==> src/hdl/vasr_pkg.sv <==
// ----------------------------------------------------------------------------
// vasr_pkg
// Types and constants shared by the lane-sum / shift-relu datapath.
// ----------------------------------------------------------------------------
package vasr_pkg;

  localparam int WORD_HALF_W = 64;
  localparam int LANE_W      = 32;
  localparam int BYTE_W      = 8;
  localparam int NUM_LANES   = 4;
  localparam int LANE_BYTES  = LANE_W / BYTE_W;
  localparam int ADDR_W      = 12;
  localparam int BANK_W      = 4;
  localparam int WCOUNT_W    = 13;
  localparam int CFG_IDX_W   = 2;
  localparam int CFG_DATA_W  = WCOUNT_W;

  localparam logic [CFG_IDX_W-1:0] REG_MODE       = 2'd0;
  localparam logic [CFG_IDX_W-1:0] REG_WORD_COUNT = 2'd1;
  localparam logic [CFG_IDX_W-1:0] REG_DEST_BANK  = 2'd2;

  typedef enum logic {
    MODE_ACCUM = 1'b0,
    MODE_RELU  = 1'b1
  } mode_t;

  typedef struct packed {
    logic [WORD_HALF_W-1:0] word_low;
    logic [WORD_HALF_W-1:0] word_high;
  } in_item_t;

  typedef struct packed {
    logic [WORD_HALF_W-1:0] result_low;
    logic [WORD_HALF_W-1:0] result_high;
    logic [ADDR_W-1:0]      write_address;
    logic [BANK_W-1:0]      write_bank;
    logic                   job_done;
  } out_item_t;

  typedef struct packed {
    mode_t                  mode;
    logic                   last;
    logic [ADDR_W-1:0]      addr;
    logic [WORD_HALF_W-1:0] relu_low;
    logic [WORD_HALF_W-1:0] relu_high;
    logic [LANE_W-1:0]      pair_low;
    logic [LANE_W-1:0]      pair_high;
  } stage_t;

endpackage

==> src/hdl/vasr_lane.sv <==
// ----------------------------------------------------------------------------
// vasr_lane
// One 32-bit lane: halve each signed byte and clamp non-positive results.
// ----------------------------------------------------------------------------
module vasr_lane (
  input  logic [vasr_pkg::LANE_W-1:0] lane,
  output logic [vasr_pkg::LANE_W-1:0] relu
);
  import vasr_pkg::*;

  always_comb begin
    relu = '0;
    for (int k = 0; k < LANE_BYTES; k++) begin
      // positive after the shift only for 2..127
      if (!lane[k*BYTE_W + BYTE_W-1] && (lane[k*BYTE_W + 1 +: BYTE_W-2] != '0)) begin
        relu[k*BYTE_W +: BYTE_W] = {1'b0, lane[k*BYTE_W + 1 +: BYTE_W-1]};
      end
    end
  end

endmodule

==> config.mk <==
export PLATFORM = sky130hd
export DESIGN_NAME = vasr_lane
export DESIGN_NICKNAME = d
export VERILOG_FILES = /design/src/hdl/vasr_pkg.sv /design/src/hdl/vasr_lane.sv
export SDC_FILE = /design/constraint.sdc
export NUM_CORES = 1
export LEC_CHECK = 0
export ABC_CLOCK_PERIOD_IN_PS = 800
export BUFFER_PORTS_ARGS = -buffer_cell sky130_fd_sc_hd__buf_2
export CAP_MARGIN = 20
export CORE_AREA = 2 2 39 41
export DETAILED_ROUTE_END_ITERATION = 8
export DIE_AREA = 0 0 41 43
export PLACE_DENSITY = 0.7
export SLEW_MARGIN = 20
export SYNTH_ARGS = -nofsm -noshare
export SYNTH_HDL_FRONTEND = slang
export SYNTH_SLANG_ARGS = --single-unit
==> constraint.sdc <==
create_clock -name vclk -period 0.8
set_clock_uncertainty 0.1 [all_clocks]
set_input_delay 0.08 -clock vclk [all_inputs]
set_output_delay 0.08 -clock vclk [all_outputs]
set_load 0.1 [all_outputs]
==> impl_results.md, run 1 <==
- Clock buffer cells: 0
- Power share of the clock group: 0%
- Met3 usage in global routing: 2.09%
- Grt peak-use layer: met2
- Hold Path Sink: relu[2]
- Share of layout cells above drive strength 1: 90.5%
- Number of global-route vias before repair: 372
- Post-Syn Area: 214 um^2
- Aggregate routed wire length: 1.16 mm
- Synth unique cells: 3
- Cell Chain, Critical Path: buf_4 -> nor2b_4 -> buf_12
- Drc violations: 0
- I/O pin cnt: 64
- Yosys top cell by area: nor2b_1
- Sequential power share: 0%
- Register area: 0 um^2
- Rows: 14
- CP endpoint kind: primary output
- Drt first pass iters: 3
- Status: finished clean
- Final min period: 0.771 ns
- Worst path max stage delay: 0.18 ns
- Nets: 118
- Commonest cells post-synth: 24 x nor2b_1, 8 x buf_4, 1 x conb_1
- Via Count: 374
- Worst path arrival time: 0.59 ns
- CP Launch Type: input port
- Antenna Cells: 0
- Seq cells: 0
- Fin. Hold Viols: 0
- Multi-input logic area: 360 um^2
- First-pass GRT wire length: 1.57 mm
- Routed vias/inst: 3.74
- Internal power: 389 uW
- VDD IR-drop max: 0.572 mV
- Top-count cell post-synth: nor2b_1
- Post-synthesis area per instance: 6.48 um^2
- NetSw: 776 uW
- Grt total ovfl: 0
- Static Leak: 0.524 nW
- Pre-CTS setup slack: -0.0169 ns
- Worst setup margin: 0.0290 ns
- ANT nets after route: 0
- Cell count after synthesis: 33
- Hold crit path type: in2out
- Pin count of the biggest net entering global routing: 7
- Worst Path Max Fanout: 6
- Setup CP Type: in2out
- CP max stage cell: buf_12
- 1st-iter DRT viols: 1
- Hold_ws: 0.431 ns
- Net Sw Frac: 66.6%
- GR Util met2: 28.7%
- Hold Crit Start: lane[3]
- Floorplan core area: 1380 um^2
- Post-CTS setup repair buffer count: 0
- Fmax achieved: 1300 MHz
- Hold path depth: 3
- Initial antenna violation count: 0
- # setup viols final: 0
- Die Height: 43 um
- Post-DP HPWL: 1.14 mm
- Post-synth top area share: 70.2%
- Final Max Tran Viols: 0
- Final TNS setup: 0 ns
- Power density over cell area: 1150 nW/um^2
- Max-cap violation count: 0
- Crit share post-route: 96.4%
- Unrepaired setup endpoints after global routing: false
- GPL Wtd Cong: 0.709
- GR Layer Usage met1: 9.49%
- Part of the Yosys area used for sequential elements: 0%
- GRT Total Usage: 12.6%
- Die Wd: 41 um
- Initial Utilization: 15.5%
- Syn-to-layout area delta: 373%
- Buffers on Ports: 52
- Hold buffers post-CTS: 0
- Synth warn: 0
- Die area: 1760 um^2
- Filler cells: 105
- Logic pwr share: 100.0%
- Worst path required time: 0.62 ns
- DR WL/cell: 11.6 um
- Largest cells by area after synthesis: nor2b_1 70%, buf_4 28%, conb_1 1.8%
## power groups by stage
| stage | combinational [mW] | clock [mW] | sequential [mW] |
|---|---|---|---|
| after floorplan | 0.782 | 0 | 0 |
| after global placement | 1.15 | 0 | 0 |
| after detailed placement | 1.16 | 0 | 0 |
| after CTS | 1.17 | 0 | 0 |
| after global routing | 1.19 | 0 | 0 |
| final | 1.16 | 0 | 0 |
## placed cells by master, fill, tap and decap left out
cell	n
nor2b_4	24
buf_12	24
buf_2	24
conb_1	8
buf_4	4
## worst max path at each step
stage / from / end / slack, ns
6_report: lane[23] / relu[21] / 0.03
5_1_grt: lane[23] / relu[21] / 0.02
4_1_cts: lane[23] / relu[21] / 0.02
3_5_place_dp: lane[23] / relu[21] / -0.02
3_3_place_gp: lane[31] / relu[24] / -0.0006
2_1_floorplan: lane[1] / relu[0] / 0.03
## area by class of cell
cell class,count,area share [%]
multi-input cells,32,35.6
repair buffers,52,62.4
well taps,16,1.98
## metrics by stage
stage | cell area [um^2] | util (%) | total power, mW | std cells
finish | 1010 | 73.1 | 1.16 | 100
global route | 1010 | 73.1 | 1.19 | 100
CTS | 1010 | 73.1 | 1.17 | 100
detailed placement | 1000 | 72.3 | 1.16 | 100
global placement | 1000 | 72.3 | 1.15 | 100
floorplan | 420 | - | 0.782 | 40
## layer usage
metal | wire, um | share of wire (%) | vias up
met5 | 0 | 0 | -
met4 | 0 | 0 | 0
met3 | 176 | 15 | 0
met2 | 730 | 63 | 34
met1 | 255 | 22 | 156
li1 | - | - | 184
## logic make-up after synthesis
kind of cell  Yosys count  synth area share, %
buf+inv                 8                 28.1
other cells             1                 1.75
simple gates           24                 70.2
## repair_timing
item | 4_1_cts | 5_1_grt
endpoints found under the setup margin | 8 | 0
endpoints found under the hold margin | 0 | 0
resized for setup | 4 | 0
## worst max-delay path: cells and delay by family
family | cells | cell delay [ns]
simple gates | 1 | 0.15
buf+inv | 2 | 0.35
Note: power is estimated with default switching activity, not from simulation.
==> inputs of run 2 (changes only) <==
Settings changed: ABC_AREA set to 1, PLACE_DENSITY 0.7 to 0.81.
==> impl_results.md, run 2 <==
- Post-synthesis area per instance: 4.31 um^2 (-34%)
- Post-DP HPWL: 1.86 mm (+63%)
- Hold buffers post-CTS: 0 (unchanged)
- Post-Syn Area: 349 um^2 (+63%)
- Cell count after synthesis: 81 (+150%)
- Yosys top cell by area: nor2_1
- Commonest cells post-synth: 36 x nor2_1, 28 x inv_1, 8 x buf_4
- Synth unique cells: 6 (+3)
- Buffers on Ports: 52 (unchanged)
- Initial Utilization: 25.2% (+9.8 points)
- Error: [ERROR DPL-0038] Utilization greater than 100%, impossible to legalize
- I/O pin cnt: 64 (unchanged)
- Placed cells: 149 (+49%)
- Resized Gates After CTS: 47 (+43)
- Stopped at: clock tree synthesis (4_1_cts)
- Cell Area, Placed: 1250 um^2 (+25%)
- Status: aborted with a tool error
- Post-CTS setup repair buffer count: 1 (+1)
- Part of the Yosys area used for sequential elements: 0% (unchanged)
- Top-count cell post-synth: nor2_1
- GPL Wtd Cong: 0.707 (-0.30%)
- Largest cells by area after synthesis: nor2_1 39%, inv_1 30%, buf_4 17%, nand2_2 7.2%, nand3_1 5.7%
- Rows: 14 (unchanged)
- Die Wd: 41 um (unchanged)
- Die Height: 43 um (unchanged)
- Synth warn: 0 (unchanged)
- Post-synth top area share: 38.7% (-31 points)
run 2: cell types whose count changed after synthesis:
cell	before	now
nor2_1	0	36
inv_1	0	28
nor2b_1	24	0
nand2_2	0	4
nand3_1	0	4
run 2: stage by stage:
stage | utilization (%) | setup WS (ns)
3_5_place_dp | 90.6 | -0.218
3_3_place_gp | 90.6 | -0.179
2_1_floorplan | - | -0.189
run 2: cells by family after synthesis:
kind of cell | Yosys count | synth area share [%]
buf+inv | 36 | 47.3
other cells | 1 | 1.07
simple gates | 44 | 51.6
==> inputs of run 3 (changes only) <==
Settings changed: CORE_AREA 2 2 39 41 to 2 2 63 65, DIE_AREA 0 0 41 43 to 0 0 65 67, PLACE_DENSITY 0.81 to unset, PLACE_DENSITY_LB_ADDON set to 0.15.
==> impl_results.md, run 3 <==
- Max-cap violation count: 0
- Worst path arrival time: 0.75 ns
- Routed vias/inst: 3.38
- Post-Syn Area: 349 um^2 (unchanged)
- CP endpoint kind: primary output
- Post-synthesis area per instance: 4.31 um^2 (unchanged)
- Initial Utilization: 9.68% (-16 points)
- Aggregate routed wire length: 1.55 mm
- Fin. Hold Viols: 0
- CP Launch Type: input port
- Share of layout cells above drive strength 1: 74.1%
- Worst path required time: 0.62 ns
- 1st-iter DRT viols: 8
- GRT Total Usage: 7.03%
- Filler cells: 362
- VDD IR-drop max: 0.367 mV
- Part of the Yosys area used for sequential elements: 0% (unchanged)
- GPL Wtd Cong: 0.668 (-5.5%)
- Clock buffer cells: 0
- Static Leak: 0.682 nW
- Die area: 4360 um^2
- Setup CP Type: in2out
- Synth warn: 0 (unchanged)
- Via Count: 619
- Seq cells: 0
- Nets: 169
- Final min period: 0.931 ns
- DR WL/cell: 8.48 um
- ANT nets after route: 0
- Rows: 22 (+8)
- Worst path max stage delay: 0.16 ns
- I/O pin cnt: 64 (unchanged)
- Buffers on Ports: 52 (unchanged)
- Pin count of the biggest net entering global routing: 7
- Synth unique cells: 6 (unchanged)
- Die Height: 67 um (+56%)
- Commonest cells post-synth: 36 x nor2_1, 28 x inv_1, 8 x buf_4
- # setup viols final: 23
- Initial antenna violation count: 0
- Fmax achieved: 1070 MHz
- CP max stage cell: buf_12
- First-pass GRT wire length: 2.51 mm
- Drt first pass iters: 4
- Antenna Cells: 0
- Die Wd: 65 um (+59%)
- Fin util: 42.2%
- Crit share post-route: 116%
- Status: finished with violations
- Top-count cell post-synth: nor2_1
- Pre-CTS setup slack: -0.198 ns (+0.0200 ns)
- Syn-to-layout area delta: 335%
- Failing checks: negative setup slack
- Yosys top cell by area: nor2_1
- Drc violations: 0
- Largest cells by area after synthesis: nor2_1 39%, inv_1 30%, buf_4 17%, nand2_2 7.2%, nand3_1 5.7%
- Grt total ovfl: 0
- Post-synth top area share: 38.7% (unchanged)
- Most frequent cells in the layout: 36 x nor2_4, 27 x inv_1, 24 x buf_12, 18 x buf_6, 8 x conb_1
- Power density over cell area: 929 nW/um^2
- Post-DP HPWL: 1.46 mm (-21%)
- Top cell by count, worst path: nor2_4
- Number of global-route vias before repair: 546
- Floorplan core area: 3610 um^2
- Worst setup margin: -0.131 ns
- Hold crit path type: in2out
- Register area: 0 um^2
- Final Max Tran Viols: 0
- Most common cell after layout, fill and taps aside: nor2_4
- Cell Chain, Critical Path: buf_8 -> nor2_4 -> nand3_4 -> nand2_8 -> nor2_4 -> buf_12
- Unrepaired setup endpoints after global routing: true
- Worst Path Max Fanout: 6
- Cell count after synthesis: 81 (unchanged)
## run 3: layout make-up
type / instances / area (um^2) / area share [%]
inverter: 28 / 105 / 6.91
multi-input combinational: 52 / 569 / 37.4
tap: 48 / 60.1 / 3.95
timing repair buffer: 55 / 786 / 51.7
## run 3: final timing paths
check / startpoint / end / slack (ns) / cells after the start
worst min-delay path: lane[7] / relu[3] / 0.37 / 3
worst max-delay path: lane[11] / relu[13] / -0.13 / 6
## run 3: repair_timing
| item | CTS | global route |
|---|---|---|
| setup buffers | 0 | 0 |
| endpoints found under the setup margin | 23 | 23 |
| gates resized for setup | 37 | 9 |
| hold buffers | 0 | 0 |
| hold endpoints to repair | 0 | 0 |
| pin swaps | 29 | 9 |
| gates cloned | 0 | 0 |
## run 3: where the power goes
group | switching [mW] | internal [mW]
Sequential | 0 | 0
Combinational | 0.933 | 0.480
Clock | 0 | 0
Total | 0.933 | 0.480
## run 3: per-layer routing
layer | vias up | part of all wire, % | track usage (%)
li1 | 313 | - | -
met1 | 281 | 32 | 8.20
met2 | 25 | 61 | 14.6
met3 | 0 | 6.5 | 0.507
met4 | 0 | 0 | 0
met5 | - | 0 | 0
## run 3: logic make-up (layout without fill, tap and decap cells)
| kind of cell | count (synthesis) | count (layout) | share of synthesized area (%) |
|---|---|---|---|
| simple gates | 44 | 44 | 51.6 |
| buf+inv | 36 | 83 | 47.3 |
| other cells | 1 | 8 | 1.07 |
## run 3: worst max-delay path: cells and delay by family
kind,cells,cell delay [ns]
buffers and inverters,2,0.26
and+or+nand+nor,4,0.41
## run 3: stage by stage
stage          area, um^2  std cells  power, mW  setup TNS, ns  hold slack [ns]
6_report             1520        183       1.41          -2.60            0.370
5_1_grt              1520        183       1.46          -3.37            0.381
4_1_cts              1480        183       1.41          -2.90            0.372
3_5_place_dp         1310        183       1.31          -4.11            0.372
3_3_place_gp         1310        183       1.31          -3.97            0.371
2_1_floorplan         666         88      0.902          -3.83            0.162
==> inputs of run 4 (changes only) <==
Settings changed: ABC_AREA 1 to unset.
==> impl_results.md, run 4 (synthesis gave the netlist of run 1 again) <==
- Status: finished clean
- Fin. Hold Viols: 0 (unchanged)
- Worst path arrival time: 0.57 ns (-0.18 ns)
- Cell Area, Placed: 1040 um^2 (-20%)
- Post-DP HPWL: 1.01 mm (-31%)
- Total design power: 1.16 mW (-18%)
- Pre-CTS setup slack: -0.00809 ns (+0.190 ns)
- Drc violations: 0 (unchanged)
- Syn-to-layout area delta: 391%
- Setup CP Type: in2out
- GPL Wtd Cong: 0.554 (-17%)
- Fin area: 1050 um^2 (-31%)
- I/O pin cnt: 64 (unchanged)
- Fmax achieved: 1330 MHz (+23%)
- Hold crit path type: in2out
- Drt first pass iters: 2 (-2)
- Number of global-route vias before repair: 346 (-37%)
- Worst path max stage delay: 0.18 ns (+0.02 ns)
- Nets: 118 (-30%)
- Share of layout cells above drive strength 1: 90.5% (+16 points)
- Rows: 22 (unchanged)
- Most frequent cells in the layout: 24 x nor2b_4, 24 x buf_2, 24 x buf_12, 8 x conb_1, 4 x buf_4
- Clock buffer cells: 0 (unchanged)
- Register area: 0 um^2 (unchanged)
- Buffers on Ports: 52 (unchanged)
- VDD IR-drop max: 0.342 mV (-6.6%)
- Static Leak: 0.524 nW (-23%)
- ANT nets after route: 0 (unchanged)
- Initial antenna violation count: 0 (unchanged)
- Cell Chain, Critical Path: buf_4 -> nor2b_4 -> buf_12
- CP bufs+invs: 2 (unchanged)
- Antenna Cells: 0 (unchanged)
- Hold buffers post-CTS: 0 (unchanged)
- Aggregate routed wire length: 1.04 mm (-33%)
- Worst setup margin: 0.0458 ns (+0.176 ns)
- Fin util: 29.1% (-13 points)
- Routed vias/inst: 2.87 (-15%)
- GRT Total Usage: 4.37% (-2.7 points)
- Worst path required time: 0.62 ns (about the same)
- Power density over cell area: 1100 nW/um^2 (+19%)
- Worst Path Max Fanout: 6 (unchanged)
- Crit share post-route: 94.3% (-22 points)
- Die area: 4360 um^2 (unchanged)
- CP top delay family: buffers and inverters
- Initial Utilization: 5.93% (-3.7 points)
- Seq cells: 0 (unchanged)
- Pin count of the biggest net entering global routing: 7 (unchanged)
- First-pass GRT wire length: 1.58 mm (-37%)
- Filler cells: 367 (+1.4%)
- CP endpoint kind: primary output
- Multi-input logic area: 360 um^2 (-37%)
- Unrepaired setup endpoints after global routing: false
- CP Launch Type: input port
- Floorplan core area: 3610 um^2 (unchanged)
- 1st-iter DRT viols: 5 (-3)
- Grt total ovfl: 0 (unchanged)
- Die Height: 67 um (unchanged)
- Final min period: 0.754 ns (-0.176 ns)
- CP max stage cell: buf_12
- DR WL/cell: 7.91 um (-6.7%)
- Die Wd: 65 um (unchanged)
- Via Count: 379 (-39%)
- # setup viols final: 0 (-100%)
- Final Max Tran Viols: 0 (unchanged)
- Max-cap violation count: 0 (unchanged)
[run 4: cell count changes in the layout (fill, tap and decap cells not counted), sizes merged]
cell | before | now
nor2 | 36 | 0
buf | 55 | 52
nand2 | 4 | 0
nor2b | 0 | 24
inv | 28 | 0
nand3 | 4 | 0
[run 4: timing repair]
| item | CTS | global route |
|---|---|---|
| hold endpoints to repair | 0 | 0 |
| setup endpoints to repair | 14 | 0 |
| gates resized for setup | 4 | 0 |
| buffers inserted | 0 | 0 |
[run 4: per-layer routing]
layer | share of wire, % | global-route usage [%]
met4 | 0 | 0
met3 | 19 | 1.52
met1 | 36 | 5.60
met5 | 0 | 0
met2 | 45 | 7.47
[run 4: worst paths after layout]
| kind | start | endpoint | cells after the start |
|---|---|---|---|
| worst min-delay path | lane[12] | relu[11] | 3 |
| worst max-delay path | lane[31] | relu[24] | 3 |
[run 4: area by class of cell]
class              instances  area share (%)
multi-input cells         32            34.3
repair buffers            52            60.0
well taps                 48            5.71
[run 4: stage by stage]
step | hold slack (ns) | TNS [ns] | cells
3_3_place_gp | 0.432 | 0 | 132
5_1_grt | 0.437 | 0 | 132
4_1_cts | 0.432 | 0 | 132
6_report | 0.431 | 0 | 132
2_1_floorplan | 0.161 | 0 | 40
3_5_place_dp | 0.431 | -0.0524 | 132
[run 4: power breakdown]
group	switching, mW	internal [mW]	total, mW	leakage [nW]
Clock	0	0	0	0
Combinational	0.771	0.389	1.16	0.524
Sequential	0	0	0	0
